### src/hw/rtl/sem_pkg.sv
// ----------------------------------------------------------------------------
// sem_pkg
// Shared types and constants for the inverted Sobel edge magnitude block.
// ----------------------------------------------------------------------------
package sem_pkg;

  localparam int PIX_W        = 8;     // grey pixel
  localparam int SUM_W        = 10;    // one weighted kernel column/row sum
  localparam int MAG_W        = 11;    // |Gx| + |Gy|
  localparam int ROW_W        = 12;    // row counter
  localparam int IMG_W_W      = 11;    // image_width register
  localparam int IMG_H_W      = 13;    // image_height register
  localparam int CFG_DATA_W   = 13;    // widest register
  localparam int CFG_IDX_W    = 1;
  localparam int HEIGHT_LIMIT = 4096;
  localparam int PIX_MAX      = 255;

  localparam int OUT_DEPTH    = 4;
  localparam int OUT_PTR_W    = 2;
  localparam int OUT_CNT_W    = 3;

  localparam logic [IMG_W_W-1:0] WIDTH_RESET  = 11'd640;
  localparam logic [IMG_H_W-1:0] HEIGHT_RESET = 13'd480;

  typedef enum logic [CFG_IDX_W-1:0] {
    CFG_IMAGE_WIDTH  = 1'b0,
    CFG_IMAGE_HEIGHT = 1'b1
  } cfg_idx_t;

  typedef struct packed {
    logic [PIX_W-1:0] pixel;
    logic             frame_start;
  } in_item_t;

  typedef struct packed {
    logic [PIX_W-1:0] edge_value;
    logic             line_end;
    logic             frame_end;
  } out_item_t;

  // Per-item control that rides along the pipeline.
  typedef struct packed {
    logic valid;
    logic emit;
    logic last_col;
    logic last_row;
  } stage_tag_t;

endpackage

### src/hw/rtl/sem_out_fifo.sv
// ----------------------------------------------------------------------------
// sem_out_fifo
// Small result queue that decouples the pipeline from output stalls.
// ----------------------------------------------------------------------------
module sem_out_fifo
  import sem_pkg::*;
(
  input  logic                 clk,
  input  logic                 rst_n,
  input  logic                 push,
  input  out_item_t            push_item,
  input  logic                 pop_ready,
  output logic                 pop_valid,
  output out_item_t            pop_item,
  output logic [OUT_CNT_W-1:0] count
);

  out_item_t              slot_r [OUT_DEPTH];
  logic [OUT_PTR_W-1:0]   wr_ptr_r, rd_ptr_r;
  logic [OUT_CNT_W-1:0]   count_r;
  logic                   pop;

  assign pop_valid = (count_r != '0);
  assign pop_item  = slot_r[rd_ptr_r];
  assign pop       = pop_valid & pop_ready;
  assign count     = count_r;

  always_ff @(posedge clk) begin
    if (push) begin
      slot_r[wr_ptr_r] <= push_item;
    end
  end

  always_ff @(posedge clk) begin
    if (!rst_n) begin
      wr_ptr_r <= '0;
      rd_ptr_r <= '0;
      count_r  <= '0;
    end else begin
      if (push) wr_ptr_r <= wr_ptr_r + 1'b1;
      if (pop)  rd_ptr_r <= rd_ptr_r + 1'b1;
      unique case ({push, pop})
        2'b10:   count_r <= count_r + 1'b1;
        2'b01:   count_r <= count_r - 1'b1;
        default: count_r <= count_r;
      endcase
    end
  end

  a_no_overflow: assert property (
    @(posedge clk) disable iff (!rst_n)
      push |-> (count_r < OUT_CNT_W'(OUT_DEPTH)) || pop
  ) else $error("result queue overflow");

endmodule

### config.mk
export PLATFORM = sky130hd
export DESIGN_NAME = sem_out_fifo
export DESIGN_NICKNAME = d
export VERILOG_FILES = /design/src/hw/rtl/sem_pkg.sv /design/src/hw/rtl/sem_out_fifo.sv
export SDC_FILE = /design/constraint.sdc
export NUM_CORES = 1
export LEC_CHECK = 0
export BUFFER_PORTS_ARGS = -buffer_cell sky130_fd_sc_hd__buf_4
export CAP_MARGIN = 20
export CORE_MARGIN = 2
export CORE_UTILIZATION = 25
export CTS_CLUSTER_DIAMETER = 150
export DETAILED_ROUTE_END_ITERATION = 10
export GPL_ROUTABILITY_DRIVEN = 0
export PLACE_DENSITY = 0.47
export SLEW_MARGIN = 10
export SYNTH_ARGS = -nofsm -noshare
export SYNTH_HDL_FRONTEND = slang
export SYNTH_SLANG_ARGS = --single-unit
### constraint.sdc
create_clock -name clk -period 2.6 [get_ports clk]
set_clock_uncertainty 0.2 [all_clocks]
set_input_delay 0.26 -clock clk [delete_from_list [all_inputs] [get_ports clk]]
set_output_delay 0.26 -clock clk [all_outputs]
set_load 0.01 [all_outputs]
==> summary.txt <==
Status
  • Status: finished clean

Synthesis
  • Syn Nets: 118
  • #FFs+latches synth: 49
  • Syn_area_per_cell: 19.5 um^2
  • Ranking of synthesized cells by area: edfxtp_1 (63%), mux4_2 (12%), dfxtp_1 (9.4%)
  • Share of the synthesized area in the top cell type: 62.8%
  • Mapped Area: 1910 um^2
  • Sequential-to-total area share from yosys stat: 72.3%
  • Distinct cells, synth: 20
  • Post-synthesis cell count: 98
  • YS warnings: 0
  • Cell taking the most area after synthesis: edfxtp_1

Detailed routing
  • Final wirelength: 3.33 mm
  • WL/cell: 13.8 um
  • Vias: 989
  • DRC viols: 0
  • Detailed Route Iter0 Violations: 34
  • Detailed Routing Iterations Pass 1: 4
  • Via density: 4.10
  • Post-DRT Antenna Nets: 0

Place
  • HPWL after DPL: 2.27 mm
  • Inst Count DP: 223
  • DP Area: 2230 um^2
  • IO Port Bufs: 27

Clock network
  • TritonCTS clock tree: yes
  • Total CTS buffers: 5
  • Clock Sink Count: 49
  • Buffer count from post-CTS setup fixing: 0
  • Root buf cell: clkbuf_8
  • H-tree depth: 2
  • Clock slew at reported path FFs: 90 ps
  • CTS max path bufs: 2
  • Clock latency on the worst-skew pair: 290 ps

Floorplan
  • Die Wd: 91.5 um
  • Row cnt: 31
  • Core ar.: 7330 um^2
  • Initial Utilization: 26.1%
  • # IOs: 28
  • Die ar.: 8360 um^2
  • Die Y: 91.5 um

Power and ir drop
  • Final Power: 1.92 mW
  • Maximum vdd drop: 0.000429 V
  • Power per standard cell area: 795 nW/um^2
  • Leakage: 0.835 nW

Worst hold path
  • Hold Path Origin: rst_n
  • Worst Hold Class: in2reg
  • Worst hold path depth: 2
  • Hold endpoint: count[1]

Critical path
  • Worst R2R Start: count[0]
  • Crit end category: flop
  • WP data arrival: 2300 ps
  • CP Class: reg2reg
  • Crit-path cells: o31a_2 -> ha_1 -> inv_1 -> fa_1 -> xor2_1 -> or3_1 -> a21boi_0
  • CP Max Fanout: 6
  • Crit-path slowest cell: dfxtp_1
  • Crit start category: flop
  • Crit path largest cell delay: 460 ps
  • Reg2Reg Depth: 7
  • R2r endpoint: count[2]
  • Worst reg-to-reg setup slack: 310 ps
  • Required time worst endpoint: 2610 ps

Global routing
  • Global-route met2 utilization: 14.7%
  • Grt ovf: 0
  • Number of global-route vias before repair: 1002
  • Initial antenna violation count: 0
  • Largest net degree at the start of global routing: 17
  • Global-route wire length before repair: 5.14 mm
  • GR Util met3: 3.15%
  • Met1 usage in global routing: 9.24%
  • Most used routing layer: met2
  • Gr usage total: 8.34%

Final layout
  • Diode count: 0
  • Final #Nets: 161
  • Layout cells sized above 1: 34.5%
  • Design area: 2420 um^2
  • Final core occ: 33.0%
  • Area growth syn-to-layout: 26.6%
  • Layout Cells excl Fill: 241

Timing
  • Part of the cycle the worst path needs: 87.9%
  • Max Clock Freq: 0.438 GHz
  • Headroom to the max-slew limit: 59.7%
  • Worst-Margin Slew: 604 ps
  • Slew Viols, Final: 0
  • Setup-failing EPs final: 0
  • RSZ-0062 raised after global routing: no
  • Final hold vios: 0
  • Setup TNS: 0 ps
  • Min Tclk post-route: 2290 ps

Flow run
  • Max_cap viols: 0
final cells by class:
class	instances	area [um^2]
Clock inverter	3	21.3
Inverter	6	22.5
Multi-Input combinational cell	41	492
Clock buffer	5	68.8
Fill cell	698	4910
Timing Repair Buffer	38	310
Tap cell	99	124
Sequential cell	49	1380
logic make-up after synthesis:
family | after synthesis | share of synthesized area [%]
AO/OA/AOI/OAI | 5 | 2.29
adder cells (fa/ha/maj) | 6 | 4.32
buffers and inverters | 8 | 2.03
flip-flops | 49 | 72.3
AND/OR/NAND/NOR | 14 | 4.52
XOR/XNOR | 5 | 2.29
multiplexers | 11 | 12.3
cell usage in the layout, fill, tap and decap left out:
master / count
nand2_1: 1
a21boi_0: 1
inv_1: 6
mux2i_1: 1
xor2_1: 2
o21ai_0: 2
o311ai_2: 1
edfxtp_1: 40
and2_1: 8
o31a_2: 1
clkinv_2: 1
or3_2: 1
clkbuf_8: 5
buf_4: 28
inv_6: 1
clkinvlp_4: 1
fa_1: 1
or3_1: 1
nor2b_1: 3
xnor2_1: 3
dfxtp_1: 9
ha_1: 5
dlygate4sd3_1: 10
mux4_2: 10
power breakdown:
group / total (mW) / internal [mW] / switching (mW)
registers: 0.973 / 0.916 / 0.0565
logic: 0.513 / 0.289 / 0.224
clock network: 0.436 / 0.191 / 0.245
repair_timing:
item                                   CTS  global route
resized for setup                        0             0
endpoints found under the hold margin   40             0
hold buffers                            10             0
cells in the mapped netlist:
master / n
a21boi_0: 1
and2_1: 8
buf_6: 1
clkbuf_2: 1
dfxtp_1: 9
edfxtp_1: 40
fa_1: 1
ha_1: 5
inv_1: 6
mux2i_1: 1
mux4_2: 10
nand2_1: 1
nor2b_1: 3
o21ai_0: 2
o311ai_2: 1
o31a_2: 1
or3_1: 1
or3_2: 1
xnor2_1: 3
xor2_1: 2
worst max path at each step:
| stage | cells past startpoint | slack, ps | to | startpoint |
|---|---|---|---|---|
| after global routing | 7 | 210 | count[2] | count[1] |
| after global placement | 7 | 570 | count[2] | count[0] |
| after detailed placement | 7 | 350 | count[2] | count[0] |
| final | 7 | 310 | count[2] | count[0] |
| after CTS | 7 | 310 | count[2] | count[0] |
| after floorplan | 7 | 530 | count[2] | count[0] |
flip-flops by register name, indices dropped and copies added, names as in the netlist, named ones only:
signal / count
count: 3
rd_ptr_r: 2
slot_r: 40
wr_ptr_r: 2
routing by layer:
layer / vias up / share of wire [%] / wire length [um]
li1: 457 / - / -
met2: 28 / 51 / 1680
met5: - / 0 / 0
met4: 0 / 1.2 / 40
met1: 498 / 43 / 1440
met3: 6 / 4.9 / 165
metrics by stage:
| stage | hold WS [ps] | worst slack (ps) |
|---|---|---|
| CTS | 18.5 | 313 |
| floorplan | 159 | 534 |
| detailed placement | 267 | 350 |
| global route | 12.7 | 205 |
| global placement | 260 | 565 |
| finish | 23.2 | 314 |
critical path: cells and delay by family (launching register included):
kind | cells | cell delay, ps
adder cells (fa/ha/maj) | 2 | 570
AND/OR/NAND/NOR | 1 | 310
XOR/XNOR | 1 | 170
buffers and inverters | 1 | 60
flip-flops | 1 | 460
AO/OA/AOI/OAI | 2 | 430
Note: power is estimated with default switching activity, not from simulation.
