==> src/hw/rtl/sem_pkg.sv <==
// ----------------------------------------------------------------------------
// sem_pkg
// Shared types and constants for the inverted Sobel edge magnitude block.
// ----------------------------------------------------------------------------
package sem_pkg;

  localparam int PIX_W        = 8;     // grey pixel
  localparam int SUM_W        = 10;    // one weighted kernel column/row sum
  localparam int MAG_W        = 11;    // |Gx| + |Gy|
  localparam int ROW_W        = 12;    // row counter
  localparam int IMG_W_W      = 11;    // image_width register
  localparam int IMG_H_W      = 13;    // image_height register
  localparam int CFG_DATA_W   = 13;    // widest register
  localparam int CFG_IDX_W    = 1;
  localparam int HEIGHT_LIMIT = 4096;
  localparam int PIX_MAX      = 255;

  localparam int OUT_DEPTH    = 4;
  localparam int OUT_PTR_W    = 2;
  localparam int OUT_CNT_W    = 3;

  localparam logic [IMG_W_W-1:0] WIDTH_RESET  = 11'd640;
  localparam logic [IMG_H_W-1:0] HEIGHT_RESET = 13'd480;

  typedef enum logic [CFG_IDX_W-1:0] {
    CFG_IMAGE_WIDTH  = 1'b0,
    CFG_IMAGE_HEIGHT = 1'b1
  } cfg_idx_t;

  typedef struct packed {
    logic [PIX_W-1:0] pixel;
    logic             frame_start;
  } in_item_t;

  typedef struct packed {
    logic [PIX_W-1:0] edge_value;
    logic             line_end;
    logic             frame_end;
  } out_item_t;

  // Per-item control that rides along the pipeline.
  typedef struct packed {
    logic valid;
    logic emit;
    logic last_col;
    logic last_row;
  } stage_tag_t;

endpackage

==> src/hw/rtl/sem_kernel.sv <==
// ----------------------------------------------------------------------------
// sem_kernel
// Six-cell window and the two-stage Sobel gradient, clip and invert.
// ----------------------------------------------------------------------------
module sem_kernel
  import sem_pkg::*;
(
  input  logic             clk,
  input  logic             rst_n,
  input  stage_tag_t       s1_tag,
  input  logic [PIX_W-1:0] top_px,
  input  logic [PIX_W-1:0] mid_px,
  input  logic [PIX_W-1:0] cur_px,
  output logic             s2_busy,
  output logic             push,
  output out_item_t        push_item
);

  // cells 0..2: column-2 (top, mid, bottom); cells 3..5: column-1
  logic [PIX_W-1:0] win_r [6];

  stage_tag_t       s2_tag_r;
  logic [SUM_W-1:0] pos_x_r, neg_x_r, pos_y_r, neg_y_r;

  logic [SUM_W-1:0] pos_x_nxt, neg_x_nxt, pos_y_nxt, neg_y_nxt;
  logic [SUM_W-1:0] gx, gy;
  logic [MAG_W-1:0] mag;

  // a b c / d . e / f g h  with c=top, e=mid, h=cur
  always_comb begin
    pos_x_nxt = SUM_W'(top_px) + (SUM_W'(mid_px) << 1) + SUM_W'(cur_px);
    neg_x_nxt = SUM_W'(win_r[0]) + (SUM_W'(win_r[1]) << 1) + SUM_W'(win_r[2]);
    pos_y_nxt = SUM_W'(win_r[2]) + (SUM_W'(win_r[5]) << 1) + SUM_W'(cur_px);
    neg_y_nxt = SUM_W'(win_r[0]) + (SUM_W'(win_r[3]) << 1) + SUM_W'(top_px);
  end

  always_ff @(posedge clk) begin
    if (!rst_n) begin
      for (int i = 0; i < 6; i++) begin
        win_r[i] <= '0;
      end
      s2_tag_r <= '0;
    end else begin
      s2_tag_r <= s1_tag;
      if (s1_tag.valid) begin
        win_r[0] <= win_r[3];
        win_r[1] <= win_r[4];
        win_r[2] <= win_r[5];
        win_r[3] <= top_px;
        win_r[4] <= mid_px;
        win_r[5] <= cur_px;
      end
    end
  end

  always_ff @(posedge clk) begin
    pos_x_r <= pos_x_nxt;
    neg_x_r <= neg_x_nxt;
    pos_y_r <= pos_y_nxt;
    neg_y_r <= neg_y_nxt;
  end

  always_comb begin
    gx  = (pos_x_r >= neg_x_r) ? (pos_x_r - neg_x_r) : (neg_x_r - pos_x_r);
    gy  = (pos_y_r >= neg_y_r) ? (pos_y_r - neg_y_r) : (neg_y_r - pos_y_r);
    mag = MAG_W'(gx) + MAG_W'(gy);
    push_item.edge_value = (mag > MAG_W'(PIX_MAX)) ? '0
                         : PIX_W'(MAG_W'(PIX_MAX) - mag);
    push_item.line_end   = s2_tag_r.last_col;
    push_item.frame_end  = s2_tag_r.last_col & s2_tag_r.last_row;
  end

  assign push    = s2_tag_r.valid & s2_tag_r.emit;
  assign s2_busy = s2_tag_r.valid;

  a_stage_advance: assert property (
    @(posedge clk) disable iff (!rst_n) s1_tag.valid |=> s2_tag_r.valid
  ) else $error("kernel stage dropped an item");

endmodule

==> config.mk <==
export PLATFORM = sky130hd
export DESIGN_NAME = sem_kernel
export DESIGN_NICKNAME = d
export VERILOG_FILES = /design/src/hw/rtl/sem_pkg.sv /design/src/hw/rtl/sem_kernel.sv
export SDC_FILE = /design/constraint.sdc
export NUM_CORES = 1
export LEC_CHECK = 0
export BUFFER_PORTS_ARGS = -buffer_cell sky130_fd_sc_hd__buf_2
export CORE_UTILIZATION = 67
export CTS_CLUSTER_DIAMETER = 150
export DETAILED_ROUTE_END_ITERATION = 6
export MAX_ROUTING_LAYER = met4
export PLACE_DENSITY = 0.87
export SYNTH_ARGS = -nofsm -noshare
export SYNTH_HDL_FRONTEND = slang
export SYNTH_SLANG_ARGS = --single-unit
==> constraint.sdc <==
create_clock -name clk -period 8.9 [get_ports clk]
set_clock_uncertainty 0.1 [all_clocks]
set_input_delay 0.445 -clock clk [delete_from_list [all_inputs] [get_ports clk]]
set_output_delay 0.445 -clock clk [all_outputs]
set_load 0.005 [all_outputs]
==> impl_metrics.sql <==
INSERT INTO impl_metrics (metric_group, metric, value, unit) VALUES
('clocking', 'postCtsHoldBufs', '0', ''),
('timing', 'finalHoldViolCount', '0', ''),
('timing', 'slew_headroom', '37.01', '%'),
('timing', 'max_freq', '0.1902', 'GHz'),
('worst_setup_path', 'critical_path.endpoint_type', 'output port', ''),
('drt', 'average_via_count_per_standard_cell', '5.815', ''),
('drt', 'drtIter0Drc', '231', ''),
('yosys', 'synth_area', '6655', 'µm²'),
('worst_setup_path', 'worst_path_required_time', '8.36', 'ns'),
('job', 'cap_violations', '0', ''),
('clocking', 'worst_skew_pair.late_latency', '0.36', 'ns'),
('floorplan', 'design.core.area', '9684', 'µm²'),
('clocking', 'clock_path_buffers', '2', ''),
('drt', 'drc_errors', '0', ''),
('yosys', 'net_count_synth', '778', ''),
('placed_design', 'hpwl', '10880', 'µm'),
('yosys', 'syn-mean-instance-area', '10.61', 'µm²'),
('drt', 'wire_per_inst', '17.05', 'µm'),
('layout', 'final_net_count', '807', ''),
('clocking', 'cts.sinks', '92', ''),
('yosys', 'ys_seq_area_share', '34.89', '%'),
('global_routing', 'grt_remaining_overflow', '0', ''),
('clocking', 'cts.reportedPaths.clkPinSlew', '0.09', 'ns'),
('global_routing', 'grt_use_total', '29.17', '%'),
('yosys', 'post_synth_num_cell_types', '50', ''),
('floorplan', 'chipHeight', '101.7', 'µm'),
('timing', 'final.min_clock_period', '5.258', 'ns'),
('floorplan', 'die-area', '10340', 'µm²'),
('yosys', 'synth_ff_type', 'sky130_fd_sc_hd__edfxtp_1', ''),
('worst_setup_path', 'startpoint_type', 'flop', ''),
('yosys', 'yosys.area.top_type_share', '21.66', '%'),
('layout', 'finish.cell_count_without_fillers', '794', ''),
('layout', 'area_growth_syn_to_layout', '6.524', '%'),
('clocking', 'postCtsSetupBuffers', '0', ''),
('floorplan', 'initial_core_util', '68.72', '%'),
('global_routing', 'grt_pass1_vias', '4609', ''),
('timing', 'finalSetupTns', '0', 'ns'),
('yosys', 'synth.ff_latch_count', '92', ''),
('worst_setup_path', 'worstPathArrival', '4.71', 'ns'),
('global_routing', 'grt_first_pass_wirelength', '21940', 'µm'),
('yosys', 'synth.top_cells.by_area', 'sky130_fd_sc_hd__edfxtp_1 22%, sky130_fd_sc_hd__ha_1 16%, sky130_fd_sc_hd__dfxtp_1 13%', ''),
('layout', 'final_layout_size_suffix_gt1_share', '10.89', '%'),
('clocking', 'postCtsResizedCells', '0', ''),
('yosys', 'ys.warnings.count', '0', ''),
('worst_setup_path', 'cp-startpoint', 'pos_x_r[0]', ''),
('timing', 'worst_slew_pin_slew', '0.9416', 'ns'),
('clocking', 'ctsHtreeMaxLevel', '3', ''),
('layout', 'mostFrequentLayoutCell', 'sky130_fd_sc_hd__ha_1', ''),
('timing', 'grt_setup_unrepaired', 'false', ''),
('drt', 'detail-route-antenna-nets', '0', ''),
('timing', 'period_share', '59.08', '%'),
('yosys', 'syn-instance-count', '627', ''),
('worst_setup_path', 'worst-path-max-fanout', '15', ''),
('drt', 'detail_route.first_pass.iterations', '5', ''),
('worst_setup_path', 'ff2ff_path_depth', '8', ''),
('floorplan', 'num_io_pins', '42', ''),
('run_status', 'status', 'finished clean', ''),
('layout', 'leading_cell_types_in_the_layout_fill_and_taps_excluded', '84 x sky130_fd_sc_hd__ha_1, 61 x sky130_fd_sc_hd__inv_1, 48 x sky130_fd_sc_hd__and3_1, 48 x sky130_fd_sc_hd__edfxtp_1, 44 x sky130_fd_sc_hd__dfxtp_1', ''),
('global_routing', 'grt_max_degree', '54', ''),
('timing', 'report.final.setup_viol', '0', ''),
('floorplan', 'std_cell_rows', '36', ''),
('floorplan', 'die_width', '101.7', 'µm'),
('global_routing', 'antenna_found_initial', '0', ''),
('timing', 'maxSlewViolCount', '0', ''),
('clocking', 'clock-root-buffer', 'sky130_fd_sc_hd__clkbuf_8', ''),
('clocking', 'cts_inserted_buffers', '9', ''),
('drt', 'vias', '4617', ''),
('worst_setup_path', 'crit_type', 'reg -> out', ''),
('hold_path', 'whs_path_depth', '2', ''),
('placed_design', 'gp_congestion', '0.8696', ''),
('yosys', 'synth_area_leader_cell', 'sky130_fd_sc_hd__edfxtp_1', ''),
('worst_setup_path', 'r2r_start', 'win_r[0][2]', ''),
('hold_path', 'hold_path.class', 'in -> reg', ''),
('layout', 'number_of_inserted_diodes', '0', ''),
('placed_design', 'place_inst', '778', ''),
('yosys', 'synth_edf_count', '48', ''),
('hold_path', 'min_from', 's1_tag[1]', ''),
('worst_setup_path', 'worst-r2r-setup-slack', '6.18', 'ns'),
('drt', 'finalWirelength', '13540', 'µm'),
('yosys', 'asyncSetResetFlopFracSynth', '0', '%'),
('clocking', 'cts_tree', 'done', ''),
('placed_design', 'port_buffers', '41', '');
==> path summary, 6_finish.rpt <==
kind / end
min reg2reg: neg_x_r[0]
max: push_item[7]
max reg2reg: neg_x_r[8]
min: push_item[1]
==> critical path: stages, from the launching register on <==
cell and delay, ns:
sky130_fd_sc_hd__dfxtp_1 0.32, sky130_fd_sc_hd__inv_1 0.05, sky130_fd_sc_hd__ha_1 0.15, sky130_fd_sc_hd__inv_1 0.05, sky130_fd_sc_hd__fa_1 0.38, sky130_fd_sc_hd__nand3_1 0.13
sky130_fd_sc_hd__a31oi_1 0.14, sky130_fd_sc_hd__o41ai_4 0.84, sky130_fd_sc_hd__mux2_2 0.47, sky130_fd_sc_hd__ha_1 0.31, sky130_fd_sc_hd__a21o_1 0.15, sky130_fd_sc_hd__a21oi_1 0.25
sky130_fd_sc_hd__o21ai_0 0.19, sky130_fd_sc_hd__o21ai_0 0.19, sky130_fd_sc_hd__nand4b_1 0.29, sky130_fd_sc_hd__a211oi_1 0.30, sky130_fd_sc_hd__buf_2 0.15
==> synthesized netlist by cell type, drive strengths merged, types with 8 or more instances <==
cell	instances
buf	12
a21o	19
fa	37
nor2b	12
o21a	11
a21oi	35
o21ai	22
ha	84
nor3	11
and3	48
nand2	15
xnor2	33
o41ai	8
clkbuf	12
inv	61
a211oi	10
nor2	38
edfxtp	48
xor2	12
dfxtp	44
==> kinds of logic after synthesis <==
family / Yosys count / synth area share [%]
simple gates: 155 / 12.52
mux: 6 / 0.9400
compound gates: 123 / 13.35
flops: 92 / 34.89
fa+ha+maj: 121 / 26.92
buf+inv: 85 / 5.452
xor+xnor: 45 / 5.922
==> final cells by class <==
type / instances / area (µm²)
Clock buffer: 11 / 152.6
Clock inverter: 5 / 33.78
Fill cell: 671 / 2595
Inverter: 61 / 229.0
Multi-Input combinational cell: 450 / 3973
Sequential cell: 92 / 2322
Tap cell: 133 / 166.4
Timing Repair Buffer: 42 / 212.7
==> flip-flops by register name, indices dropped and copies added (netlist names) <==
signal	count
win_r	48
neg_x_r	10
neg_y_r	10
pos_x_r	10
pos_y_r	10
s2_tag_r	2
push_item	1
s2_busy	1
==> per-stage QoR <==
stage | worst slack [ns] | util [%] | instance area [µm²] | hold WS (ns)
finish | 3.642 | 73.20 | 7089 | 0.1892
global route | 3.250 | 73.20 | 7089 | 0.1822
CTS | 3.658 | 73.20 | 7089 | 0.1787
detailed placement | 4.048 | 71.28 | 6903 | 0.4038
global placement | 4.210 | 71.28 | 6903 | 0.4075
floorplan | 4.705 | - | 6655 | 0.3659
==> routing by layer <==
| metal | part of all wire [%] | routed length, µm | GRT usage, % |
|---|---|---|---|
| met1 | 42 | 5739 | 35.01 |
| met2 | 51 | 6964 | 50.68 |
| met3 | 4.0 | 540 | 3.796 |
| met4 | 2.1 | 291 | 9.699 |
| met5 | 0 | 0 | - |
Power is left out: the tool's default activity adds up to more than one toggle a clock period on the data nets, which glitch-free logic cannot reach.
